## src/rtl/serial_frame_handler_defines.svh

```systemverilog
// Assertion macros used by the serial frame handler datapath.
// Each macro expects clk_i and rst_ni in the enclosing module.
`ifndef SERIAL_FRAME_HANDLER_DEFINES_SVH
`define SERIAL_FRAME_HANDLER_DEFINES_SVH

`ifndef SYNTH

// Same-cycle implication, checked out of reset.
`define SFH_ASSERT_IMPL(lbl, ante, cons, msg) \
  lbl: assert property (@(posedge clk_i) disable iff (!rst_ni) (ante) |-> (cons)) \
    else $error(msg);

// Next-cycle implication, checked out of reset.
`define SFH_ASSERT_NEXT(lbl, ante, cons, msg) \
  lbl: assert property (@(posedge clk_i) disable iff (!rst_ni) (ante) |=> (cons)) \
    else $error(msg);

`else

`define SFH_ASSERT_IMPL(lbl, ante, cons, msg)
`define SFH_ASSERT_NEXT(lbl, ante, cons, msg)

`endif

`endif

```

## src/rtl/sfh_pkg.sv

```systemverilog
package sfh_pkg;

  localparam int unsigned PAYLOAD_MAX   = 32;
  localparam int unsigned OVERHEAD      = 5;
  localparam int unsigned MODSTAT_DEPTH = 10;
  localparam int unsigned MOD_FRAME_LEN = 11;

  localparam logic [7:0] HEADER_RESET  = 8'd72;

  // Frame type bytes
  localparam logic [7:0] TYPE_UPLOAD   = 8'h01;
  localparam logic [7:0] TYPE_DOWNLOAD = 8'h02;
  localparam logic [7:0] TYPE_MODULE   = 8'hFE;
  localparam logic [7:0] TYPE_ERROR    = 8'hFF;

  // Error frame codes
  localparam logic [7:0] ERR_CODE_SUM  = 8'h02;
  localparam logic [7:0] ERR_CODE_TYPE = 8'hFF;

  typedef enum logic [2:0] {
    MODE_RX      = 3'd0,
    MODE_UPLOAD  = 3'd1,
    MODE_CTRL    = 3'd2,
    MODE_WR_PAY  = 3'd3,
    MODE_RD_PAY  = 3'd4,
    MODE_RD_STAT = 3'd5
  } mode_e;

  typedef enum logic [1:0] {
    KIND_TX     = 2'd0,
    KIND_STATUS = 2'd1,
    KIND_READ   = 2'd2
  } kind_e;

  typedef enum logic [3:0] {
    STAT_NONE        = 4'd0,
    STAT_SUM_ERR     = 4'd1,
    STAT_UPLOAD_ACK  = 4'd2,
    STAT_PAYLOAD_UPD = 4'd3,
    STAT_CTRL_ACK    = 4'd4,
    STAT_MOD_UPD     = 4'd5,
    STAT_LAST_ERR    = 4'd6,
    STAT_UNKNOWN     = 4'd7,
    STAT_LEN_ERR     = 4'd8,
    STAT_SENT        = 4'd9
  } status_e;

  // What the decoded item asks of the controller
  typedef enum logic [1:0] {
    ACT_NONE   = 2'd0,
    ACT_SINGLE = 2'd1,
    ACT_FRAME  = 2'd2,
    ACT_MCOPY  = 2'd3
  } act_e;

  typedef struct packed {
    mode_e       mode;
    logic [7:0]  data_byte;
    logic [4:0]  position;
    logic [5:0]  upload_len;
  } item_t;

  typedef struct packed {
    kind_e       kind;
    logic [7:0]  out_byte;
    status_e     status;
    logic        last;
  } result_t;

  typedef struct packed {
    logic capture;  // latch the input transaction
    logic commit;   // apply the decoded item
    logic emit;     // load the next frame byte into the output register
    logic mstep;    // copy one module status byte
    logic mresult;  // load the module update status result
  } cmd_t;

  typedef struct packed {
    act_e act;
    logic slot_free;
    logic frame_last;
    logic mcopy_last;
  } sts_t;

endpackage

```

## src/rtl/sfh_ctrl.sv

```systemverilog
module sfh_ctrl (
  input  logic          clk_i,
  input  logic          rst_ni,
  input  logic          in_valid_i,
  output logic          in_stall_o,
  input  sfh_pkg::sts_t sts_i,
  output sfh_pkg::cmd_t cmd_o
);

  typedef enum logic [4:0] {
    S_IDLE  = 5'b00001,
    S_EXEC  = 5'b00010,
    S_SEND  = 5'b00100,
    S_MCOPY = 5'b01000,
    S_MRES  = 5'b10000
  } state_e;

  state_e state_q, state_d;

  assign in_stall_o = (state_q != S_IDLE);

  always_comb begin
    state_d = state_q;
    cmd_o   = '0;
    unique case (state_q)
      S_IDLE: begin
        if (in_valid_i) begin
          cmd_o.capture = 1'b1;
          state_d       = S_EXEC;
        end
      end
      S_EXEC: begin
        unique case (sts_i.act)
          sfh_pkg::ACT_NONE: begin
            cmd_o.commit = 1'b1;
            state_d      = S_IDLE;
          end
          sfh_pkg::ACT_SINGLE: begin
            // hold until the output register can take the result
            if (sts_i.slot_free) begin
              cmd_o.commit = 1'b1;
              state_d      = S_IDLE;
            end
          end
          sfh_pkg::ACT_FRAME: begin
            cmd_o.commit = 1'b1;
            state_d      = S_SEND;
          end
          sfh_pkg::ACT_MCOPY: begin
            cmd_o.commit = 1'b1;
            state_d      = S_MCOPY;
          end
          default: state_d = S_IDLE;
        endcase
      end
      S_SEND: begin
        if (sts_i.slot_free) begin
          cmd_o.emit = 1'b1;
          if (sts_i.frame_last) begin
            state_d = S_IDLE;
          end
        end
      end
      S_MCOPY: begin
        cmd_o.mstep = 1'b1;
        if (sts_i.mcopy_last) begin
          state_d = S_MRES;
        end
      end
      S_MRES: begin
        if (sts_i.slot_free) begin
          cmd_o.mresult = 1'b1;
          state_d       = S_IDLE;
        end
      end
      default: state_d = S_IDLE;
    endcase
  end

  always_ff @(posedge clk_i or negedge rst_ni) begin
    if (!rst_ni) begin
      state_q <= S_IDLE;
    end else begin
      state_q <= state_d;
    end
  end

endmodule

```

## src/rtl/sfh_datapath.sv

```systemverilog
`include "serial_frame_handler_defines.svh"

module sfh_datapath #(
  parameter int unsigned PayloadMax = sfh_pkg::PAYLOAD_MAX
) (
  input  logic             clk_i,
  input  logic             rst_ni,
  input  logic             cfg_we_i,
  input  logic [7:0]       cfg_wdata_i,
  input  sfh_pkg::item_t   in_data_i,
  input  logic             out_stall_i,
  input  sfh_pkg::cmd_t    cmd_i,
  output sfh_pkg::sts_t    sts_o,
  output logic             out_valid_o,
  output sfh_pkg::result_t out_data_o
);

  typedef enum logic [1:0] {
    SRC_ECHO   = 2'd0,
    SRC_UPLOAD = 2'd1,
    SRC_FIXED  = 2'd2
  } src_e;

  localparam int unsigned FrameMax = PayloadMax + sfh_pkg::OVERHEAD;
  localparam int unsigned IdxW     = $clog2(FrameMax);
  localparam int unsigned PayW     = $clog2(PayloadMax);
  localparam int unsigned ModW     = $clog2(sfh_pkg::MODSTAT_DEPTH);
  localparam logic [7:0]  FrameMaxB   = 8'(FrameMax);
  localparam logic [7:0]  OverheadB   = 8'(sfh_pkg::OVERHEAD);
  localparam logic [7:0]  ModLenB     = 8'(sfh_pkg::MOD_FRAME_LEN);
  localparam logic [IdxW-1:0] BodyIdx    = IdxW'(sfh_pkg::OVERHEAD - 1);
  localparam logic [IdxW-1:0] ModLastIdx = IdxW'(sfh_pkg::MOD_FRAME_LEN - 2);

  function automatic sfh_pkg::result_t status_only(sfh_pkg::status_e st);
    sfh_pkg::result_t r;
    r.kind     = sfh_pkg::KIND_STATUS;
    r.out_byte = 8'h00;
    r.status   = st;
    r.last     = 1'b1;
    return r;
  endfunction

  // Captured item and configuration
  sfh_pkg::item_t item_q;
  logic [7:0]     header_q;

  // Receive side
  logic [IdxW-1:0] rx_pos_q, rx_pos_d;
  logic [7:0]      rx_len_q, rx_len_d;
  logic [7:0]      rx_sum_q, rx_sum_d;
  logic [7:0]      rx_type_q;
  logic [7:0]      rx_mem [FrameMax];
  logic [7:0]      rdata_q;

  // Transmit side
  logic [7:0]       frame_cnt_q;
  logic [7:0]       fr_len_q, fr_type_q, fr_arg_q, fr_cnt_q;
  sfh_pkg::status_e fr_status_q;
  src_e             fr_src_q;
  logic [IdxW-1:0]  gi_q, gi_d;
  logic [7:0]       tx_sum_q;

  // Stores
  logic [7:0] pay_q [PayloadMax];
  logic [7:0] mod_q [sfh_pkg::MODSTAT_DEPTH];

  // Output register
  logic             out_valid_q;
  sfh_pkg::result_t out_q;

  // Decode
  logic             p_is1, len_bad, rx_done, pos_in_pay, pos_in_mod;
  logic [7:0]       len_eff;
  sfh_pkg::act_e    act;
  sfh_pkg::result_t sgl;
  logic [7:0]       f_len, f_type, f_arg;
  sfh_pkg::status_e f_status;
  src_e             f_src;

  // Generator and store ports
  logic             last_byte;
  logic [7:0]       tx_byte;
  logic             echo_wr, pay_we;
  logic [PayW-1:0]  pay_addr;
  logic [7:0]       pay_wdata, pay_rdata;
  logic             slot_free, load_out;
  sfh_pkg::result_t out_d;

  assign p_is1      = (rx_pos_q == IdxW'(1));
  assign len_bad    = p_is1 && ((item_q.data_byte < OverheadB) ||
                                (item_q.data_byte > FrameMaxB));
  assign len_eff    = p_is1 ? item_q.data_byte : rx_len_q;
  assign rx_done    = !len_bad && (rx_pos_q >= IdxW'(2)) &&
                      ((8'(rx_pos_q) + 8'd1) >= len_eff);
  assign pos_in_pay = (32'(item_q.position) < PayloadMax);
  assign pos_in_mod = (32'(item_q.position) < sfh_pkg::MODSTAT_DEPTH);

  // One address into the payload store: the frame body while sending,
  // otherwise the item's position.
  assign echo_wr   = cmd_i.emit && (fr_src_q == SRC_ECHO) &&
                     (gi_q >= BodyIdx) && !last_byte;
  assign pay_addr  = cmd_i.emit ? PayW'(gi_q - BodyIdx) : PayW'(item_q.position);
  assign pay_rdata = pay_q[pay_addr];
  assign pay_we    = echo_wr || (cmd_i.commit && (item_q.mode == sfh_pkg::MODE_WR_PAY) &&
                                 pos_in_pay);
  assign pay_wdata = echo_wr ? tx_byte : item_q.data_byte;

  always_comb begin
    act      = sfh_pkg::ACT_NONE;
    sgl      = status_only(sfh_pkg::STAT_NONE);
    f_len    = 8'd7;
    f_type   = sfh_pkg::TYPE_ERROR;
    f_arg    = 8'h00;
    f_status = sfh_pkg::STAT_SENT;
    f_src    = SRC_FIXED;
    unique case (item_q.mode)
      sfh_pkg::MODE_RX: begin
        if (len_bad) begin
          act = sfh_pkg::ACT_SINGLE;
          sgl = status_only(sfh_pkg::STAT_LEN_ERR);
        end else if (rx_done) begin
          if (rx_sum_q != item_q.data_byte) begin
            act      = sfh_pkg::ACT_FRAME;
            f_arg    = sfh_pkg::ERR_CODE_SUM;
            f_status = sfh_pkg::STAT_SUM_ERR;
          end else begin
            unique case (rx_type_q)
              sfh_pkg::TYPE_UPLOAD: begin
                act = sfh_pkg::ACT_SINGLE;
                sgl = status_only(sfh_pkg::STAT_UPLOAD_ACK);
              end
              sfh_pkg::TYPE_DOWNLOAD: begin
                act      = sfh_pkg::ACT_FRAME;
                f_len    = len_eff;
                f_src    = SRC_ECHO;
                f_status = sfh_pkg::STAT_PAYLOAD_UPD;
              end
              sfh_pkg::TYPE_MODULE: begin
                if (len_eff != ModLenB) begin
                  act = sfh_pkg::ACT_SINGLE;
                  sgl = status_only(sfh_pkg::STAT_CTRL_ACK);
                end else begin
                  act = sfh_pkg::ACT_MCOPY;
                end
              end
              sfh_pkg::TYPE_ERROR: begin
                act = sfh_pkg::ACT_SINGLE;
                sgl = status_only(sfh_pkg::STAT_LAST_ERR);
              end
              default: begin
                act      = sfh_pkg::ACT_FRAME;
                f_arg    = sfh_pkg::ERR_CODE_TYPE;
                f_status = sfh_pkg::STAT_UNKNOWN;
              end
            endcase
          end
        end
      end
      sfh_pkg::MODE_UPLOAD: begin
        if (32'(item_q.upload_len) > PayloadMax) begin
          act = sfh_pkg::ACT_SINGLE;
          sgl = status_only(sfh_pkg::STAT_LEN_ERR);
        end else begin
          act    = sfh_pkg::ACT_FRAME;
          f_len  = 8'(item_q.upload_len) + OverheadB;
          f_type = sfh_pkg::TYPE_UPLOAD;
          f_src  = SRC_UPLOAD;
        end
      end
      sfh_pkg::MODE_CTRL: begin
        act    = sfh_pkg::ACT_FRAME;
        f_type = sfh_pkg::TYPE_MODULE;
        f_arg  = item_q.data_byte;
      end
      sfh_pkg::MODE_RD_PAY: begin
        act          = sfh_pkg::ACT_SINGLE;
        sgl.kind     = sfh_pkg::KIND_READ;
        sgl.out_byte = pos_in_pay ? pay_rdata : 8'h00;
      end
      sfh_pkg::MODE_RD_STAT: begin
        act          = sfh_pkg::ACT_SINGLE;
        sgl.kind     = sfh_pkg::KIND_READ;
        sgl.out_byte = pos_in_mod ? mod_q[ModW'(item_q.position)] : 8'h00;
      end
      default: act = sfh_pkg::ACT_NONE;
    endcase
  end

  // Frame byte at the current index; the final byte is the running sum.
  assign last_byte = (8'(gi_q) == (fr_len_q - 8'd1));

  always_comb begin
    if (last_byte) begin
      tx_byte = tx_sum_q;
    end else if (fr_src_q == SRC_ECHO) begin
      tx_byte = rdata_q;
    end else begin
      case (gi_q)
        IdxW'(0): tx_byte = header_q;
        IdxW'(1): tx_byte = fr_len_q;
        IdxW'(2): tx_byte = fr_type_q;
        IdxW'(3): tx_byte = fr_cnt_q;
        BodyIdx:  tx_byte = (fr_src_q == SRC_UPLOAD) ? pay_rdata : fr_arg_q;
        default:  tx_byte = (fr_src_q == SRC_UPLOAD) ? pay_rdata : 8'h00;
      endcase
    end
  end

  // Receive bookkeeping on commit of a received byte
  always_comb begin
    rx_pos_d = rx_pos_q;
    rx_len_d = rx_len_q;
    rx_sum_d = rx_sum_q;
    if (cmd_i.commit && (item_q.mode == sfh_pkg::MODE_RX)) begin
      rx_pos_d = (len_bad || rx_done) ? '0 : rx_pos_q + IdxW'(1);
      rx_len_d = len_eff;
      rx_sum_d = (rx_pos_q == '0) ? item_q.data_byte : rx_sum_q + item_q.data_byte;
    end
  end

  // Frame index; its next value also addresses the receive buffer
  always_comb begin
    gi_d = gi_q;
    if (cmd_i.commit && (act == sfh_pkg::ACT_FRAME)) begin
      gi_d = '0;
    end else if (cmd_i.commit && (act == sfh_pkg::ACT_MCOPY)) begin
      gi_d = BodyIdx;
    end else if (cmd_i.emit || cmd_i.mstep) begin
      gi_d = gi_q + IdxW'(1);
    end
  end

  assign slot_free = !out_valid_q || !out_stall_i;
  assign load_out  = (cmd_i.commit && (act == sfh_pkg::ACT_SINGLE)) ||
                     cmd_i.emit || cmd_i.mresult;

  always_comb begin
    if (cmd_i.emit) begin
      out_d.kind     = sfh_pkg::KIND_TX;
      out_d.out_byte = tx_byte;
      out_d.status   = fr_status_q;
      out_d.last     = last_byte;
    end else if (cmd_i.mresult) begin
      out_d = status_only(sfh_pkg::STAT_MOD_UPD);
    end else begin
      out_d = sgl;
    end
  end

  always_ff @(posedge clk_i or negedge rst_ni) begin
    if (!rst_ni) begin
      header_q    <= sfh_pkg::HEADER_RESET;
      rx_pos_q    <= '0;
      rx_len_q    <= '0;
      frame_cnt_q <= '0;
      gi_q        <= '0;
      out_valid_q <= 1'b0;
      for (int i = 0; i < PayloadMax; i++) begin
        pay_q[i] <= '0;
      end
      for (int i = 0; i < sfh_pkg::MODSTAT_DEPTH; i++) begin
        mod_q[i] <= '0;
      end
    end else begin
      if (cfg_we_i) begin
        header_q <= cfg_wdata_i;
      end
      rx_pos_q <= rx_pos_d;
      rx_len_q <= rx_len_d;
      gi_q     <= gi_d;
      // advance the frame number for every built frame, not for an echo
      if (cmd_i.commit && (act == sfh_pkg::ACT_FRAME) && (f_src != SRC_ECHO)) begin
        frame_cnt_q <= frame_cnt_q + 8'd1;
      end
      if (pay_we) begin
        pay_q[pay_addr] <= pay_wdata;
      end
      if (cmd_i.mstep) begin
        mod_q[ModW'(gi_q - BodyIdx)] <= rdata_q;
      end
      if (load_out) begin
        out_valid_q <= 1'b1;
      end else if (!out_stall_i) begin
        out_valid_q <= 1'b0;
      end
    end
  end

  always_ff @(posedge clk_i) begin
    if (cmd_i.capture) begin
      item_q <= in_data_i;
    end
    rx_sum_q <= rx_sum_d;
    if (cmd_i.commit && (item_q.mode == sfh_pkg::MODE_RX) &&
        (rx_pos_q == IdxW'(2))) begin
      rx_type_q <= item_q.data_byte;
    end
    if (cmd_i.commit && (act == sfh_pkg::ACT_FRAME)) begin
      fr_len_q    <= f_len;
      fr_type_q   <= f_type;
      fr_arg_q    <= f_arg;
      fr_cnt_q    <= frame_cnt_q;
      fr_status_q <= f_status;
      fr_src_q    <= f_src;
      tx_sum_q    <= 8'h00;
    end else if (cmd_i.emit) begin
      tx_sum_q <= tx_sum_q + tx_byte;
    end
    if (load_out) begin
      out_q <= out_d;
    end
  end

  // Receive buffer: one write port, one registered read port
  always_ff @(posedge clk_i) begin
    if (cmd_i.commit && (item_q.mode == sfh_pkg::MODE_RX)) begin
      rx_mem[rx_pos_q] <= item_q.data_byte;
    end
    rdata_q <= rx_mem[gi_d];
  end

  assign sts_o.act        = act;
  assign sts_o.slot_free  = slot_free;
  assign sts_o.frame_last = last_byte;
  assign sts_o.mcopy_last = (gi_q == ModLastIdx);

  assign out_valid_o = out_valid_q;
  assign out_data_o  = out_q;

  `SFH_ASSERT_IMPL(a_rx_pos_range, 1'b1, 32'(rx_pos_q) < FrameMax, "rx position beyond buffer")
  `SFH_ASSERT_IMPL(a_emit_in_frame, cmd_i.emit, 8'(gi_q) < fr_len_q, "frame index past length")
  `SFH_ASSERT_NEXT(a_last_flag, cmd_i.emit && last_byte, out_valid_q && out_q.last, "lost last")
  `SFH_ASSERT_IMPL(a_mcopy_range, cmd_i.mstep, gi_q >= BodyIdx && gi_q <= ModLastIdx, "mcopy idx")

endmodule

```

## src/rtl/serial_frame_handler.sv

```systemverilog
// Sequence: a transaction is accepted, then decoded and committed, where a single result enters
//   the output register; a frame's bytes then enter it one by one from the send state.
// Flow: a frame of n bytes (up to 37) or a module status update holds the block until it is done,
//   with the input stalled; the block also waits while the full output register is stalled.
// Reset (asynchronous, active low): receive position, length, frame number and output valid
//   cleared, header byte 72, payload and module status stores zeroed; no clearing pass.
module serial_frame_handler #(
  parameter int unsigned PayloadMax = sfh_pkg::PAYLOAD_MAX
) (
  input  logic             clk_i,
  input  logic             rst_ni,
  // configuration: header byte of every built frame
  input  logic             cfg_we_i,
  input  logic [7:0]       cfg_wdata_i,
  // input channel
  input  logic             in_valid_i,
  output logic             in_stall_o,
  input  sfh_pkg::item_t   in_data_i,
  // output channel
  output logic             out_valid_o,
  input  logic             out_stall_i,
  output sfh_pkg::result_t out_data_o
);

  // The controller sequences each transaction: capture, decode and commit, then either
  // stream a frame, sweep the module status bytes out of the receive buffer, or drop
  // back to idle. The datapath owns every data register, store and the output register.
  sfh_pkg::cmd_t cmd;
  sfh_pkg::sts_t sts;

  sfh_ctrl u_ctrl (
    .clk_i      (clk_i),
    .rst_ni     (rst_ni),
    .in_valid_i (in_valid_i),
    .in_stall_o (in_stall_o),
    .sts_i      (sts),
    .cmd_o      (cmd)
  );

  // A finished result waits in the output register while the next transaction is taken;
  // a frame advances only on cycles at which that register can be refilled.
  sfh_datapath #(
    .PayloadMax (PayloadMax)
  ) u_datapath (
    .clk_i       (clk_i),
    .rst_ni      (rst_ni),
    .cfg_we_i    (cfg_we_i),
    .cfg_wdata_i (cfg_wdata_i),
    .in_data_i   (in_data_i),
    .out_stall_i (out_stall_i),
    .cmd_i       (cmd),
    .sts_o       (sts),
    .out_valid_o (out_valid_o),
    .out_data_o  (out_data_o)
  );

endmodule
```

## config.mk

```make
export PLATFORM = sky130hd
export DESIGN_NAME = serial_frame_handler
export DESIGN_NICKNAME = d
export VERILOG_FILES = /design/src/rtl/sfh_pkg.sv /design/src/rtl/sfh_ctrl.sv /design/src/rtl/sfh_datapath.sv /design/src/rtl/serial_frame_handler.sv
export VERILOG_INCLUDE_DIRS = /design/src /design/src/rtl
export SDC_FILE = /design/constraint.sdc
export NUM_CORES = 1
export LEC_CHECK = 0
export CAP_MARGIN = 20
export CORE_MARGIN = 4
export CORE_UTILIZATION = 45
export DETAILED_ROUTE_END_ITERATION = 8
export DONT_BUFFER_PORTS = 1
export RECOVER_POWER = 25
export SLEW_MARGIN = 10
export SYNTH_ARGS = -nofsm -noshare
export SYNTH_HDL_FRONTEND = slang
export SYNTH_SLANG_ARGS = --single-unit
```

## constraint.sdc

```tcl
create_clock -name clk_i -period 5.6 [get_ports clk_i]
set_input_delay 0.28 -clock clk_i [delete_from_list [all_inputs] [get_ports clk_i]]
set_output_delay 0.28 -clock clk_i [all_outputs]
set_load 0.02 [all_outputs]
```

==> flow_summary.toml <==
[critical_path]
max_stage_delay_ns = 0.85
crit_fanout = 61
cp_top_family = "simple AND/OR/NAND/NOR gates"
start_kind = "register"
crit_arrival_ns = 5.75
end_kind = "register"
crit_slowest_cell = "or4_2"
crit_chain = "inv_1 > ha_1 > nand2_1 > mux2_2 > ha_1 > nand2b_1 > a31oi_1 > o21a_1 > o21a_1 > or4_2 > buf_4 > nand4_1 > o21ai_0 > o31ai_1 > a211oi_1"
crit_type = "reg2reg"
worstPathRequired_ns = 6.09
critPathBufInv = 2

[finish]
fin_area_um2 = 40400
final_cell_count_no_fill = 4293
finalNetCount = 3259
syn_to_final_growth_pct = 14.5
drive_gt1_share_pct = 14.3
nFillCells = 6787

[timing]
timing.hold.ws_ns = -0.669
slew_headroom_pct = 12.7
tns_ns = 0
fin_crit_sh_pct = 93.9
maxSlewViolCount = 0
period_needed_ns = 5.26
worstMarginPinSlew_ns = 1.31
finalWorstSetupSlack_ns = 0.343
fmax_ghz = 0.190
grt_setup_unrepaired = "no"
hold_viol = 377
final.setup_skew_ns = 0.0324
final-setup-viol-count = 0

[yosys]
synth-simple-area-share_pct = 10.9
ys_ff_latch = 774
synthCells = 3147
syn-num-nets = 3224
synth_compound_area_share_pct = 17.9
synth_top_family_by_area = "compound AO/OA/AOI/OAI gates"
synth_seq_area_share_pct = 60.1
synth_cell_types = 93
synth_area_um2 = 35300
yosys_warnings = 0
async_flop_share_pct = 48.8
syn_area_per_cell_um2 = 11.2
synth-adder-area-share_pct = 1.53
synthMuxAreaShare_pct = 5.30
synth_ff_type = "edfxtp_1"
synth-edff-count = 380
synth_xor_xnor_area_share_pct = 1.02

[die]
fp.dieH_um = 288
fp.dieW_um = 288
die-area_um2 = 83000
ios = 52
num_rows = 102
start_util_pct = 45.5
coreArea_um2 = 77600

[pwr]
combinationalPowerShare_pct = 29.4
power_frac_seq_pct = 39.2
p_clk_share_pct = 31.4
ir_worst_vdd_mv = 0.315
leakage_nw = 16.0
swShare_pct = 35.2
p_per_area_nw_per_um2 = 449
p_switching_mw = 6.39
total_power_mw = 18.1
p_int_mw = 11.7

[global_route]
grt-ovfl-total = 0
grt_antenna_before_repair = 2
grt_max_degree = 379
grt_usage_pct = 25.5
grt_pass1_vias = 25700
grt_pass1_wl_um = 162000

[clock_tree]
ctsLongestPathBuffers = 3
cts_sinks = 774
clk_latency_ns = 0.66
postCtsHoldBufs = 39
ctsHtreeMaxLevel = 3
cts_made_buffers = 84
clkTransAtPathRegs_ns = 0.06
cts_tree = "yes"
clockRootBuffer = "clkbuf_16"

[drt]
viasPerCell = 6.15
dr.pass1.iters = 7
num_vias = 26400
totalWireLength_um = 107000
drc = 0
route.detailed.wl_per_inst_um = 24.9
drt_iter0_drc = 2764
antenna_left = 0

[status]
status = "finished with violations"
violations = "negative hold slack"

[place]
place_ws_ns = 0.00211
portBuffers = 0
dp_hpwl_um = 69000
dp.cells = 4085
gp_congestion = 0.963
placed_area_um2 = 37000

[flow_run]
cap_violations = 0

[worst_hold_path]
hold_path.class = "in2async"
## layout by cell type, fill, tap and decap left out, types with 11 or more instances in the layout
cell type      instances
nand4_1               26
xor2_1                15
ha_1                  40
mux2_2               109
a2111oi_0             22
clkbuf_16             85
and3_1                14
mux4_2                17
nand2b_1              18
dfrtp_1              375
a211o_1               18
nand3_1               87
o22ai_1               45
a22oi_1               24
mux2i_1               17
a211oi_1              34
buf_4                141
a21o_1                28
o22a_1                15
edfxtp_1             380
a31oi_1               18
dfxtp_1               16
inv_1                 46
o2111ai_1             11
xnor2_1               26
a21boi_0              27
nor4_1                94
o21ai_0              157
o31ai_1               26
nand2_1              156
clkbuf_8              11
dlygate4sd3_1         39
nor2_1               328
nor3_1                15
clkbuf_1              22
a21oi_1              489
## Yosys cell counts, types with 8 or more instances
cell	instances	area, µm²
mux2_2	109	1230
inv_1	46	173
a21oi_1	489	2450
o21ai_0	159	796
nand3_1	87	435
a22oi_1	24	180
buf_1	24	90.1
a221oi_1	8	70.1
nor2_1	330	1240
o21a_1	10	75.1
mux2i_1	25	250
buf_2	23	115
a221o_1	10	100
ha_1	40	500
a211o_1	18	158
or3_1	10	62.6
a2111o_1	8	90.1
xnor2_1	26	228
o2111ai_1	11	96.3
o22a_1	15	131
a21o_1	28	210
dfxtp_1	16	320
edfxtp_1	380	11400
dfrtp_1	375	9380
a211oi_1	34	255
nor3_1	16	80.1
o311ai_0	9	78.8
mux4_2	17	383
xor2_1	15	131
a32oi_1	10	87.6
a31oi_1	19	119
and3_1	14	87.6
nand2_1	156	586
o22ai_1	45	282
a2111oi_0	23	201
nand2b_1	18	113
nor4_1	103	644
a21boi_0	27	203
nand4_1	26	163
o21bai_1	8	60.1
clkbuf_1	188	706
nor2b_1	9	56.3
o31ai_1	27	203
## path summary, 6_finish.rpt
| path | depth (start not counted) | end | slack, ns | startpoint |
|---|---|---|---|---|
| setup / recovery | 15 | u_datapath.rdata_q[1] | 0.34 | u_datapath.rx_pos_q[1] |
| hold / removal | 0 | u_datapath.mod_q[19] | -0.67 | rst_ni |
| setup reg to reg | 15 | u_datapath.rdata_q[1] | 0.34 | u_datapath.rx_pos_q[1] |
| hold reg to reg | 0 | u_datapath.fr_cnt_q[7] | 0.46 | u_datapath.frame_cnt_q[7] |
| max in group asynchronous | 0 | u_datapath.pay_q[93] | 5.20 | rst_ni |
| min in group clk_i | 2 | u_datapath.out_valid_o | 0.05 | out_stall_i |
## state kept, by name, indices dropped and copies added (netlist names), 6 cells and up
signal,count
u_datapath.out_data_o,15
u_datapath.rx_mem,296
u_datapath.tx_sum_q,8
u_datapath.gi_q,6
u_datapath.rx_len_q,8
u_datapath.pay_q,256
u_datapath.fr_len_q,8
u_datapath.rx_type_q,8
u_datapath.frame_cnt_q,8
u_datapath.mod_q,80
u_datapath.header_q,8
u_datapath.rx_sum_q,8
u_datapath.fr_cnt_q,8
u_datapath.item_q,22
u_datapath.rdata_q,8
u_datapath.rx_pos_q,6
u_datapath.fr_arg_q,8
## metrics by stage
| step | util [%] | hold WS [ns] |
|---|---|---|
| final | 52.1 | -0.669 |
| after global routing | 52.1 | -0.703 |
| after detailed placement | 47.7 | -0.000135 |
| after CTS | 51.9 | -0.698 |
| after global placement | 47.6 | 0.00179 |
| after floorplan | - | -0.0156 |
## metal layers
layer | wire, µm | track usage [%] | vias to the layer above
met5 | 13 | 0 | -
met4 | 3860 | 9.12 | 2
met3 | 7960 | 4.81 | 216
met2 | 49500 | 39.7 | 1083
met1 | 45700 | 35.8 | 13200
li1 | - | - | 11900
## area by class of cell
cell class / instances / area, µm² / share of cell area, %
Multi-Input combinational cell: 2080 / 13200 / 32.6
Clock buffer: 118 / 2360 / 5.84
Sequential cell: 774 / 21200 / 52.5
Inverter: 50 / 191 / 0.474
Clock inverter: 38 / 495 / 1.23
Tap cell: 1040 / 1300 / 3.22
Antenna cell: 1 / 2.50 / 0.00620
Timing Repair Buffer: 192 / 1670 / 4.14
## cell families after synthesis
group / Yosys count
DFF: 774
adders and majority gates: 42
other: 1
AOI/OAI and AO/OA: 1034
and+or+nand+nor: 810
buffers and inverters: 293
muxes: 152
xor gates and xnor gates: 41
## repair_timing
action | in CTS | in global routing
buffers inserted | 0 | 0
setup endpoints to repair | 1 | 7
endpoints found under the hold margin | 409 | 378
resized for setup | 1 | 12
## worst reg2reg max path: cells and delay by family, from the launching register on
kind / cells / cell delay (ns)
adder cells (fa/ha/maj): 2 / 0.54
AO/OA/AOI/OAI: 6 / 1.47
AND/OR/NAND/NOR: 4 / 1.53
buffers and inverters: 2 / 0.59
multiplexers: 1 / 0.43
flip-flops: 1 / 0.51
## power groups by stage
stage / registers [mW] / clock network [mW] / logic, mW
CTS: 7.10 / 5.78 / 5.23
floorplan: 6.95 / 0 / 3.31
finish: 7.12 / 5.69 / 5.33
global placement: 7.18 / 0 / 5.12
global route: 7.16 / 6.04 / 5.74
detailed placement: 7.20 / 0 / 5.19
(Power assumes the default switching activity.)
